**config.mk**
```make
export PLATFORM = sky130hd
export DESIGN_NAME = sorted_snake_matrix_fill
export DESIGN_NICKNAME = d
export VERILOG_FILES = /design/src/rtl/core/ssmf_pkg.sv /design/src/rtl/core/ssmf_ctrl.sv /design/src/rtl/core/ssmf_dpath.sv /design/src/rtl/core/sorted_snake_matrix_fill.sv
export VERILOG_INCLUDE_DIRS = /design/src /design/src/rtl/core
export SDC_FILE = /design/constraint.sdc
export NUM_CORES = 2
export LEC_CHECK = 0
export BUFFER_PORTS_ARGS = -buffer_cell sky130_fd_sc_hd__buf_2
export CORE_MARGIN = 4
export CORE_UTILIZATION = 35
export DETAILED_ROUTE_END_ITERATION = 8
export GPL_TIMING_DRIVEN = 1
export PLACE_DENSITY = 0.58
export SKIP_CTS_REPAIR_TIMING = 1
export SLEW_MARGIN = 10
export SYNTH_ARGS = -nofsm -noshare
export SYNTH_HDL_FRONTEND = slang
export SYNTH_SLANG_ARGS = --single-unit
```
**constraint.sdc**
```tcl
create_clock -name clk -period 5.51 [get_ports clk]
set_clock_uncertainty 0.15 [all_clocks]
set_input_delay 0.551 -clock clk [delete_from_list [all_inputs] [get_ports clk]]
set_output_delay 0.551 -clock clk [all_outputs]
set_load 0.02 [all_outputs]
```
**src/rtl/core/sorted_snake_matrix_fill_defines.svh**
```systemverilog
// assertion macros for the sorted snake matrix fill block
// expects clk and arst_n in the scope of each use
`ifndef SORTED_SNAKE_MATRIX_FILL_DEFINES_SVH
`define SORTED_SNAKE_MATRIX_FILL_DEFINES_SVH

`ifndef SYNTHESIS
`define SSMF_ASSERT_SAME(label, ante, cons, msg) \
	label: assert property (@(posedge clk) disable iff (!arst_n) (ante) |-> (cons)) \
		else $error(msg);
`define SSMF_ASSERT_NEXT(label, ante, cons, msg) \
	label: assert property (@(posedge clk) disable iff (!arst_n) (ante) |=> (cons)) \
		else $error(msg);
`else
`define SSMF_ASSERT_SAME(label, ante, cons, msg)
`define SSMF_ASSERT_NEXT(label, ante, cons, msg)
`endif

`endif

```
**src/rtl/core/ssmf_pkg.sv**
```systemverilog
// shared types and constants of the sorted snake matrix fill block
// no dependencies
`timescale 1ns / 1ps

package ssmf_pkg;

	localparam int VAL_W  = 16;
	localparam int POS_W  = 3;
	localparam int SIDE_W = 4;
	localparam int ADDR_W = 3;
	localparam int DATA_W = 32;

	localparam logic [SIDE_W-1:0] SIDE_RESET = 4'd8;
	localparam logic              REG_SIDE   = 1'b0;

	typedef logic signed [VAL_W-1:0] val_t;
	typedef logic [POS_W-1:0]        pos_t;
	typedef logic [SIDE_W-1:0]       side_t;

	typedef struct packed {
		logic insert;
		logic clear;
		logic pop;
	} cmd_t;

	typedef struct packed {
		logic load_done;
		logic drain_last;
	} stat_t;

endpackage

```
**src/rtl/core/ssmf_ctrl.sv**
```systemverilog
// controller of the sorted snake matrix fill block: load and drain sequencing
// depends on ssmf_pkg
`timescale 1ns / 1ps

module ssmf_ctrl (
	input  logic          clk,
	input  logic          arst_n,
	input  logic          in_valid,
	output logic          in_ready,
	output logic          out_valid,
	input  logic          out_ready,
	input  logic          cfg_wr,
	input  ssmf_pkg::stat_t stat,
	output ssmf_pkg::cmd_t  cmd
);
	import ssmf_pkg::*;

	typedef enum logic {
		ST_LOAD,
		ST_DRAIN
	} state_t;

	state_t state_q;
	logic   out_valid_q;

	always_comb begin
		cmd.insert = in_valid && (state_q == ST_LOAD);
		cmd.clear  = cfg_wr;
		cmd.pop    = (state_q == ST_DRAIN) && (!out_valid_q || out_ready);
	end

	assign in_ready  = (state_q == ST_LOAD);
	assign out_valid = out_valid_q;

	always_ff @(posedge clk or negedge arst_n) begin
		if (!arst_n) begin
			state_q     <= ST_LOAD;
			out_valid_q <= 1'b0;
		end else begin
			if (cmd.pop) begin
				out_valid_q <= 1'b1;
			end else if (out_ready) begin
				out_valid_q <= 1'b0;
			end
			case (state_q)
				ST_LOAD: begin
					if (cmd.insert && stat.load_done) begin
						state_q <= ST_DRAIN;
					end
				end
				ST_DRAIN: begin
					if (cmd.pop && stat.drain_last) begin
						state_q <= ST_LOAD;
					end
				end
				default: begin
					state_q <= ST_LOAD;
				end
			endcase
		end
	end

endmodule

```
**src/rtl/core/ssmf_dpath.sv**
```systemverilog
// datapath of the sorted snake matrix fill block: insertion chain, counters,
// snake position and output register; depends on ssmf_pkg
`timescale 1ns / 1ps

module ssmf_dpath #(
	parameter int MAX_SIDE = 8
) (
	input  logic            clk,
	input  logic            arst_n,
	input  ssmf_pkg::cmd_t  cmd,
	output ssmf_pkg::stat_t stat,
	input  ssmf_pkg::side_t side,
	input  ssmf_pkg::val_t  value,
	output ssmf_pkg::val_t  value_res,
	output ssmf_pkg::pos_t  row,
	output ssmf_pkg::pos_t  col,
	output logic            last
);
	import ssmf_pkg::*;

	localparam int DEPTH = MAX_SIDE * MAX_SIDE;
	localparam int CNT_W = $clog2(DEPTH + 1);

	val_t               cell_q [DEPTH];
	logic [DEPTH-1:0]   gt;
	logic [CNT_W-1:0]   count_q;
	logic [CNT_W-1:0]   remaining_q;
	logic [CNT_W-1:0]   total;
	logic [2*SIDE_W-1:0] prod;
	side_t              n_eff;
	side_t              nm1;
	pos_t               row_q;
	pos_t               p_q;
	pos_t               col_now;
	val_t               value_res_q;
	pos_t               row_res_q;
	pos_t               col_res_q;
	logic               last_q;

	// side saturated to 1..MAX_SIDE
	always_comb begin
		if (side == '0) begin
			n_eff = SIDE_W'(1);
		end else if (side > SIDE_W'(MAX_SIDE)) begin
			n_eff = SIDE_W'(MAX_SIDE);
		end else begin
			n_eff = side;
		end
	end

	assign prod    = {{SIDE_W{1'b0}}, n_eff} * {{SIDE_W{1'b0}}, n_eff};
	assign total   = prod[CNT_W-1:0];
	assign nm1     = n_eff - SIDE_W'(1);
	assign col_now = row_q[0] ? (nm1[POS_W-1:0] - p_q) : p_q;

	assign stat.load_done  = (CNT_W'(count_q + CNT_W'(1)) == total);
	assign stat.drain_last = (remaining_q == CNT_W'(1));

	// cells at and past the fill level, or holding a larger value, move up
	always_comb begin
		for (int i = 0; i < DEPTH; i++) begin
			gt[i] = (CNT_W'(i) >= count_q) || (cell_q[i] > value);
		end
	end

	always_ff @(posedge clk) begin
		if (cmd.insert) begin
			if (gt[0]) begin
				cell_q[0] <= value;
			end
			for (int i = 1; i < DEPTH; i++) begin
				if (gt[i]) begin
					cell_q[i] <= gt[i-1] ? cell_q[i-1] : value;
				end
			end
		end else if (cmd.pop) begin
			for (int i = 0; i < DEPTH - 1; i++) begin
				cell_q[i] <= cell_q[i+1];
			end
		end
	end

	always_ff @(posedge clk) begin
		if (cmd.pop) begin
			value_res_q <= cell_q[0];
			row_res_q   <= row_q;
			col_res_q   <= col_now;
			last_q      <= stat.drain_last;
		end
	end

	always_ff @(posedge clk or negedge arst_n) begin
		if (!arst_n) begin
			count_q     <= '0;
			remaining_q <= '0;
			row_q       <= '0;
			p_q         <= '0;
		end else if (cmd.clear) begin
			count_q <= '0;
		end else if (cmd.insert) begin
			if (stat.load_done) begin
				count_q     <= '0;
				remaining_q <= total;
				row_q       <= '0;
				p_q         <= '0;
			end else begin
				count_q <= CNT_W'(count_q + CNT_W'(1));
			end
		end else if (cmd.pop) begin
			remaining_q <= CNT_W'(remaining_q - CNT_W'(1));
			if (p_q == nm1[POS_W-1:0]) begin
				p_q   <= '0;
				row_q <= POS_W'(row_q + POS_W'(1));
			end else begin
				p_q <= POS_W'(p_q + POS_W'(1));
			end
		end
	end

	assign value_res = value_res_q;
	assign row       = row_res_q;
	assign col       = col_res_q;
	assign last      = last_q;

endmodule

```
**src/rtl/core/sorted_snake_matrix_fill.sv**
```systemverilog
// top level of the sorted snake matrix fill block: config register and glue
// depends on ssmf_pkg, ssmf_ctrl, ssmf_dpath and the assertion macro header
//
// channel  | handshake            | payload
// ---------+----------------------+--------------------------
// cfg      | psel penable pwrite  | paddr pwdata prdata
// in       | in_valid in_ready    | value
// out      | out_valid out_ready  | value_res row col last
//
// loading inserts each accepted item in place through the parallel insertion chain
// the n*n-th item starts a drain of n*n results, one result per cycle
// from cell 0 of the chain; in_ready is low during the drain
// output stalls hold the drain; reset leaves side 8 and an empty chain
`timescale 1ns / 1ps
`include "sorted_snake_matrix_fill_defines.svh"

module sorted_snake_matrix_fill #(
	parameter int MAX_SIDE = 8
) (
	input  logic                          clk,
	input  logic                          arst_n,
	input  logic                          psel,
	input  logic                          penable,
	input  logic                          pwrite,
	input  logic [ssmf_pkg::ADDR_W-1:0]   paddr,
	input  logic [ssmf_pkg::DATA_W-1:0]   pwdata,
	output logic [ssmf_pkg::DATA_W-1:0]   prdata,
	output logic                          pready,
	input  logic                          in_valid,
	output logic                          in_ready,
	input  ssmf_pkg::val_t                value,
	output logic                          out_valid,
	input  logic                          out_ready,
	output ssmf_pkg::val_t                value_res,
	output ssmf_pkg::pos_t                row,
	output ssmf_pkg::pos_t                col,
	output logic                          last
);
	import ssmf_pkg::*;

	side_t side_q;
	logic  cfg_wr;
	cmd_t  cmd;
	stat_t stat;

	assign pready = 1'b1;
	assign cfg_wr = psel && penable && pwrite && (paddr[ADDR_W-1] == REG_SIDE);
	assign prdata = (paddr[ADDR_W-1] == REG_SIDE) ? DATA_W'(side_q) : '0;

	always_ff @(posedge clk or negedge arst_n) begin
		if (!arst_n) begin
			side_q <= SIDE_RESET;
		end else if (cfg_wr) begin
			side_q <= pwdata[SIDE_W-1:0];
		end
	end

	ssmf_ctrl u_ctrl (
		.clk       (clk),
		.arst_n    (arst_n),
		.in_valid  (in_valid),
		.in_ready  (in_ready),
		.out_valid (out_valid),
		.out_ready (out_ready),
		.cfg_wr    (cfg_wr),
		.stat      (stat),
		.cmd       (cmd)
	);

	ssmf_dpath #(
		.MAX_SIDE (MAX_SIDE)
	) u_dpath (
		.clk       (clk),
		.arst_n    (arst_n),
		.cmd       (cmd),
		.stat      (stat),
		.side      (side_q),
		.value     (value),
		.value_res (value_res),
		.row       (row),
		.col       (col),
		.last      (last)
	);

	`SSMF_ASSERT_NEXT(a_full_starts_drain, cmd.insert && stat.load_done, !in_ready, "no drain after full matrix")
	`SSMF_ASSERT_SAME(a_drain_blocks_input, out_valid && !last, !in_ready, "input open during drain")
	`SSMF_ASSERT_NEXT(a_pop_gives_item, cmd.pop, out_valid, "popped item not presented")

endmodule

```
# Yosys cells after proc, flatten, opt, wreduce, memory -nomap -nowiden
# Memory sizes are Yosys's and may differ from the RTL's.
# Cells that the tools add are included.
# totals
reg_bits	49
mem_count	1
input_bits	58
wordCells	641
ram_bits	1024
output_inout_bits	58
# memory_table
name	depth	word_bits	rd	rd_clocked_by_memory_dff	write_ports	line	text
u_dpath.cell_q	64	16	64	0	64	ssmf_dpath.sv:24	val_t cell_q [DEPTH];
# classes
add_sub_neg	6
multipliers	1
n_reduce_logical	80
order_cmp	129
eq_ne	4
bitwise	66
n_mux	343
# ops
op	n
2-to-1 mux 16 bit	126
greater-than comparator 16 bit	64
greater-or-equal comparator 6 x 7 -> 1 bit, first input constant	32
2-to-1 mux 1 bit	199
greater-or-equal comparator 5 x 7 -> 1 bit, first input constant	16
logical OR 1 bit	65
bitwise OR 1 bit	63
greater-or-equal comparator 4 x 7 -> 1 bit, first input constant	8
2-to-1 mux 7 bit	6
greater-or-equal comparator 3 x 7 -> 1 bit, first input constant	4
2-to-1 mux 3 bit	8
greater-or-equal comparator 1 x 7 -> 1 bit, first input constant	2
greater-or-equal comparator 2 x 7 -> 1 bit, first input constant	2
2-to-1 mux 4 bit	3
nonzero test 2 bit	4
adder 7 x 1 -> 7 bit, second input constant	1
equality test 7 x 1 -> 1 bit, second input constant	1
equality test 7 bit	1
logical AND 1 bit	7
multiplier 4 x 4 -> 7 bit	1
subtractor 7 x 1 -> 7 bit, second input constant	1
adder 3 x 1 -> 3 bit, second input constant	2
greater-than comparator 4 bit, second input constant	1
logical NOT 4 bit	1
9 further kinds	11

# Depth between registers and ports, before layout
# depth
word_depth	8
depth_mapped	15
ltp_nobuf	13

# By module
# A second synthesis with hierarchy kept.
# hier_totals
cells_unflattened	7702
hier_area_um2	79404.9
# modules_own_cells
module	cells_per_inst	area_each_um2	instances	seq_area_each_um2
ssmf_dpath	7647	78866.9	1	31940.6
sorted_snake_matrix_fill	45	434.2	1	101.3
ssmf_ctrl	10	103.8	1	50.0

# Worst setup path after synthesis
# OpenSTA, ideal clock, no wires.
# synth_timing
path_kind	input port to flip-flop
startpoint	input value[7]
endpoint	memory u_dpath.cell_q[2][16] (netlist bit), enable pin
path_buffers	2
arrival_time_ps	5428
setup_ps	411
setup_slack_ps	-479
stages	11
t_required_ps	4949
path_cell_list	clkinv_1 -> ha_1 -> a21oi_1 -> o21a_1 -> nor3_1 -> or4b_2 -> xor2_1 -> o221a_2 -> buf_2 -> buf_4 -> o21ai_0
# synth_lines
element	line	text
start, declared	sorted_snake_matrix_fill.sv:31	input ssmf_pkg::val_t value,
end, declared	ssmf_dpath.sv:24	

# Worst setup path after layout
# layout_timing
startpoint	register side_q[1]
endpoint	register u_dpath.remaining_q[0]
# layout_via
elab_chain_cells	7
word_cells_on_any_way	10
cone_classes	mul: 1; order compare: 1; eq/ne: 2; mux: 4; reduce/logical: 2
# layout_rtl
element	line	text
start, declared	sorted_snake_matrix_fill.sv:41	side_t side_q;
start signal, assigned	sorted_snake_matrix_fill.sv:54	side_q <= pwdata[SIDE_W-1:0];
greater-than comparator 4 bit	ssmf_dpath.sv:44	end else if (side > SIDE_W'(MAX_SIDE)) begin
2-to-1 mux 4 bit	ssmf_dpath.sv:44	
2-to-1 mux 4 bit (*)	ssmf_dpath.sv:42	if (side == '0) begin
multiplier 4 x 4 -> 7 bit (*)	ssmf_dpath.sv:51	assign prod = {{SIDE_W{1'b0}}, n_eff} * {{SIDE_W{1'b0}}, n_eff};
equality test 7 bit	ssmf_dpath.sv:56	assign stat.load_done = (CNT_W'(count_q + CNT_W'(1)) == total);
!= test 2 x 1 -> 1 bit (no line)	-	
AND reduction 3 bit (no line)	-	
end signal, assigned	ssmf_dpath.sv:103	remaining_q <= total;
end signal, assigned	ssmf_dpath.sv:110	remaining_q <= CNT_W'(remaining_q - CNT_W'(1));
end, declared	ssmf_dpath.sv:27	logic [CNT_W-1:0] remaining_q;
# Every way passes the cells marked *; elsewhere a longest branch is shown, timed or not. The select of a mux whose other input is x is not followed.
# A chain may end at the register's enable or synchronous reset.

==> metrics.md <==
| Metric | Value |
|---|---|
| Share of layout cells above drive strength 1 | 0.102 |
| Layout net count | 8,909 |
| Cell Area, Placed | 0.0835 mm² |
| Fin. max-slew vios | 0 |
| EDFF count, synth | 1,047 |
| Design area | 0.0876 mm² |
| Syn avg cell area | 10.1 µm² |
| Clk Latency, worst-skew pair | 0.79 ns |
| Most used flip-flop cell after synthesis | edfxtp_1 |
| Cell Rows | 173 |
| Worst path cell trace | o21ba_2 > nor2_1 > ha_1 > inv_1 > fa_1 > xor2_1 > xnor2_1 > nor2_1 > nand4_1 > nor4_4 > o21ai_1 > mux2_2 > a21oi_1 |
| Vias | 63,900 |
| Most used cell, CP | nor2_1 |
| Post-Syn Instances | approximately 7,800 |
| Worst-Margin Slew | 1.21 ns |
| Ant. Diodes | 0 |
| Drt first-iter violations | between 6,000 and 7,000 |
| Area leader, netlist | edfxtp_1 |
| Crit path time final | 4.64 ns |
| H-tree depth reported by CTS | 4 |
| Main area contributors after synthesis | edfxtp_1 (40%), ha_1 (16%), mux2i_1 (10%) |
| Total Neg Setup Slack | 0 ns |
| Final HPWL DP | 192,000 µm |
| Vias in the first global route | 63,300 |
| Ports | 116 |
| Root Buffer | clkbuf_16 |
| Most common cell in the netlist | edfxtp_1 |
| Hold Path Class | input pin to register |
| Core area | 0.223 mm² |
| Number of warnings issued by yosys | 0 |
| Final Hold Vio Count | 0 |
| CP Launch Point | side_q[1]$_DFFE_PN0P_ |
| CP arrival | around 5.2 ns |
| Synthesis-to-layout area growth | 11.2% |
| DRC viols | 0 |
| GRT Total Usage | 0.224 |
| Peak Freq | between 0.2 and 0.25 GHz |
| Outcome | finished, final reports clean |
| First-pass GRT wire length | 399,000 µm |
| DRT Pass-1 Iters | 6 |
| Number of I/O port buffers | 56 |
| Vias per Instance | 5.88 |
| Pin count of the biggest net entering global routing | about 180 |
| Peak supply drop | around 0.00037 V |
| GPL Wtd Cong | 0.916 |
| DRT antenna net count | 0 |
| RSZ-0062 raised after global routing | no |
| Final WL | about 270,000 µm |
| Max-Cap Viols | 0 |
| Pwr dens | 510 mW/mm² |
| Largest family of logic cells by synthesized area | adder cells |
| FF+latch count, synth | 1,073 |
| Clock tree sinks | 1,073 |
| CP Capture Type | register |
| Mux contribution to synthesized area | 0.130 |
| Library cells used by synthesis | 93 |
| Worst path max stage delay | 0.63 ns |
| Worst R2R Start | side_q[1]$_DFFE_PN0P_ |
| DIE AREA | 0.233 mm² |
| Compound-Gate Fraction of Synth Area | 0.149 |
| Synth top area share | 0.399 |
| Maximum root-to-sink buffer count | 3 |
| Synth async-reset ratio | 0.0242 |
| Wire per inst | 24.8 µm |
| Area share of and/or/nand/nor cells after synthesis | 0.111 |
| Hold Startpoint | out_ready |
| Xor and xnor area share after synthesis | 0.00206 |
| CP required | a little over 6 ns |
| Starting density of the core | 0.353 |
| Chip height | 482 µm |
| Tcrit/Tclk final | 0.842 |
| Antenna violations before repair | 9 |
| Post-Syn Area | 0.0788 mm² |
| Gr ovfl total | 0 |
| CP startpoint kind | register |
| Static Leak | 34.9 nW |
| Die extent in x | slightly below 500 µm |
| CTS tree | done |
| Total CTS buffers | 133 |
| Post-Synth Adder-Cell Area | 0.165 |
| Crit Path Category | register to register |
| Sequential share of the synthesized area | 0.407 |
| CTS clk-pin slew, worst paths | 0.06 ns |
| Final setup violation count | 0 |
| Rel. slew slack | 0.186 |
| CP max FO | 13 |
| Commonest cells post-synth | edfxtp_1 (1,047), ha_1 (1,038), nand2_1 (978) |
| Crit path max-delay cell type | dfrtp_1 |
[cell type report]
| class | count | area, µm² |
|---|---|---|
| inverter | 182 | 728 |
| clock buffer | 171 | 3640 |
| multi-input combinational | 6084 | 44300 |
| tap | 2975 | 3720 |
| fill | 21700 | 136000 |
| timing repair buffer | 337 | 2670 |
| sequential | 1073 | 32100 |
| clock inverter | 53 | 463 |
[path summary, 6_finish.rpt]
path	slack [ns]	depth (start not counted)	end
worst max-delay path	0.87	13	u_dpath.remaining_q[0]$_DFFE_PN0P_
worst min-delay path	0.04	3	u_ctrl.out_valid$_DFFE_PN0P_
worst max register to register	0.87	13	u_dpath.remaining_q[0]$_DFFE_PN0P_
worst min register to register	0.32	0	u_dpath.row[2]$_DFFE_PP_
max in group asynchronous	4.36	2	side_q[2]$_DFFE_PN0P_
min in group asynchronous	0.25	2	u_ctrl.out_valid$_DFFE_PN0P_
[cell families after synthesis]
| family | after synthesis |
|---|---|
| AOI/OAI and AO/OA | 2054 |
| xor gates and xnor gates | 17 |
| adders and majority gates | 1040 |
| buffers and inverters | 672 |
| DFF | 1073 |
| muxes | 994 |
| other | 2 |
| and+or+nand+nor | 1948 |
[cells in the final DEF (no fill, tap or decap), types with 33 or more instances in the layout]
cell          n
nand4_1     179
nand3_1      73
a21oi_1     671
a21o_1      149
edfxtp_1   1047
ha_1       1038
nor2_1      384
a221oi_1     33
nand2_1     976
o211ai_1     43
o21ai_0     860
mux2i_1     795
buf_2        40
clkbuf_16   140
inv_1       165
nor3_1       52
buf_4       273
nand2b_1     37
mux2_2      186
nor2b_1      74
[metal layers]
layer / vias up / routed length (µm) / global-route usage
met5: - / 13 / 0
met4: 2 / 12500 / 0.0971
met3: 604 / 18500 / 0.0345
met2: 2514 / 124000 / 0.364
met1: 31500 / 114000 / 0.295
li1: 29300 / - / -
[critical path: cells and delay by family (launching register included)]
family,cells,cell delay [ns]
AO/OA/AOI/OAI,3,0.87
buffers and inverters,1,0.07
flip-flops,1,0.63
multiplexers,1,0.40
XOR/XNOR,2,0.28
adder cells (fa/ha/maj),2,0.84
AND/OR/NAND/NOR,4,1.32
[metrics by stage]
stage	power [mW]	util	hold slack, ns	setup slack (ns)	instances
2_1_floorplan	29.1	-	0.105	0.360	7829
3_3_place_gp	35.0	0.374	0.312	0.872	10600
3_5_place_dp	35.8	0.374	0.315	0.814	10600
4_1_cts	44.5	0.392	-0.297	0.916	10900
5_1_grt	47.7	0.393	0.0421	0.673	10900
6_report	44.7	0.393	0.0367	0.872	10900
[state kept, by name, indices dropped and copies added, names as in the netlist]
| register | cells |
|---|---|
| u_dpath.row_q | 3 |
| u_ctrl.state_q | 1 |
| side_q | 4 |
| u_dpath.p_q | 3 |
| u_dpath.row | 3 |
| u_dpath.col | 3 |
| u_dpath.count_q | 7 |
| u_dpath.cell_q | 1024 |
| u_dpath.last | 1 |
| u_dpath.remaining_q | 7 |
| u_ctrl.out_valid | 1 |
| u_dpath.value_res | 16 |
[power by group]
group | switching (mW) | total, mW | internal (mW)
Combinational | 10.2 | 17.2 | 6.95
Sequential | 4.23 | 18.9 | 14.7
Clock | 3.65 | 8.65 | 5.00
(Power assumes the default switching activity.)
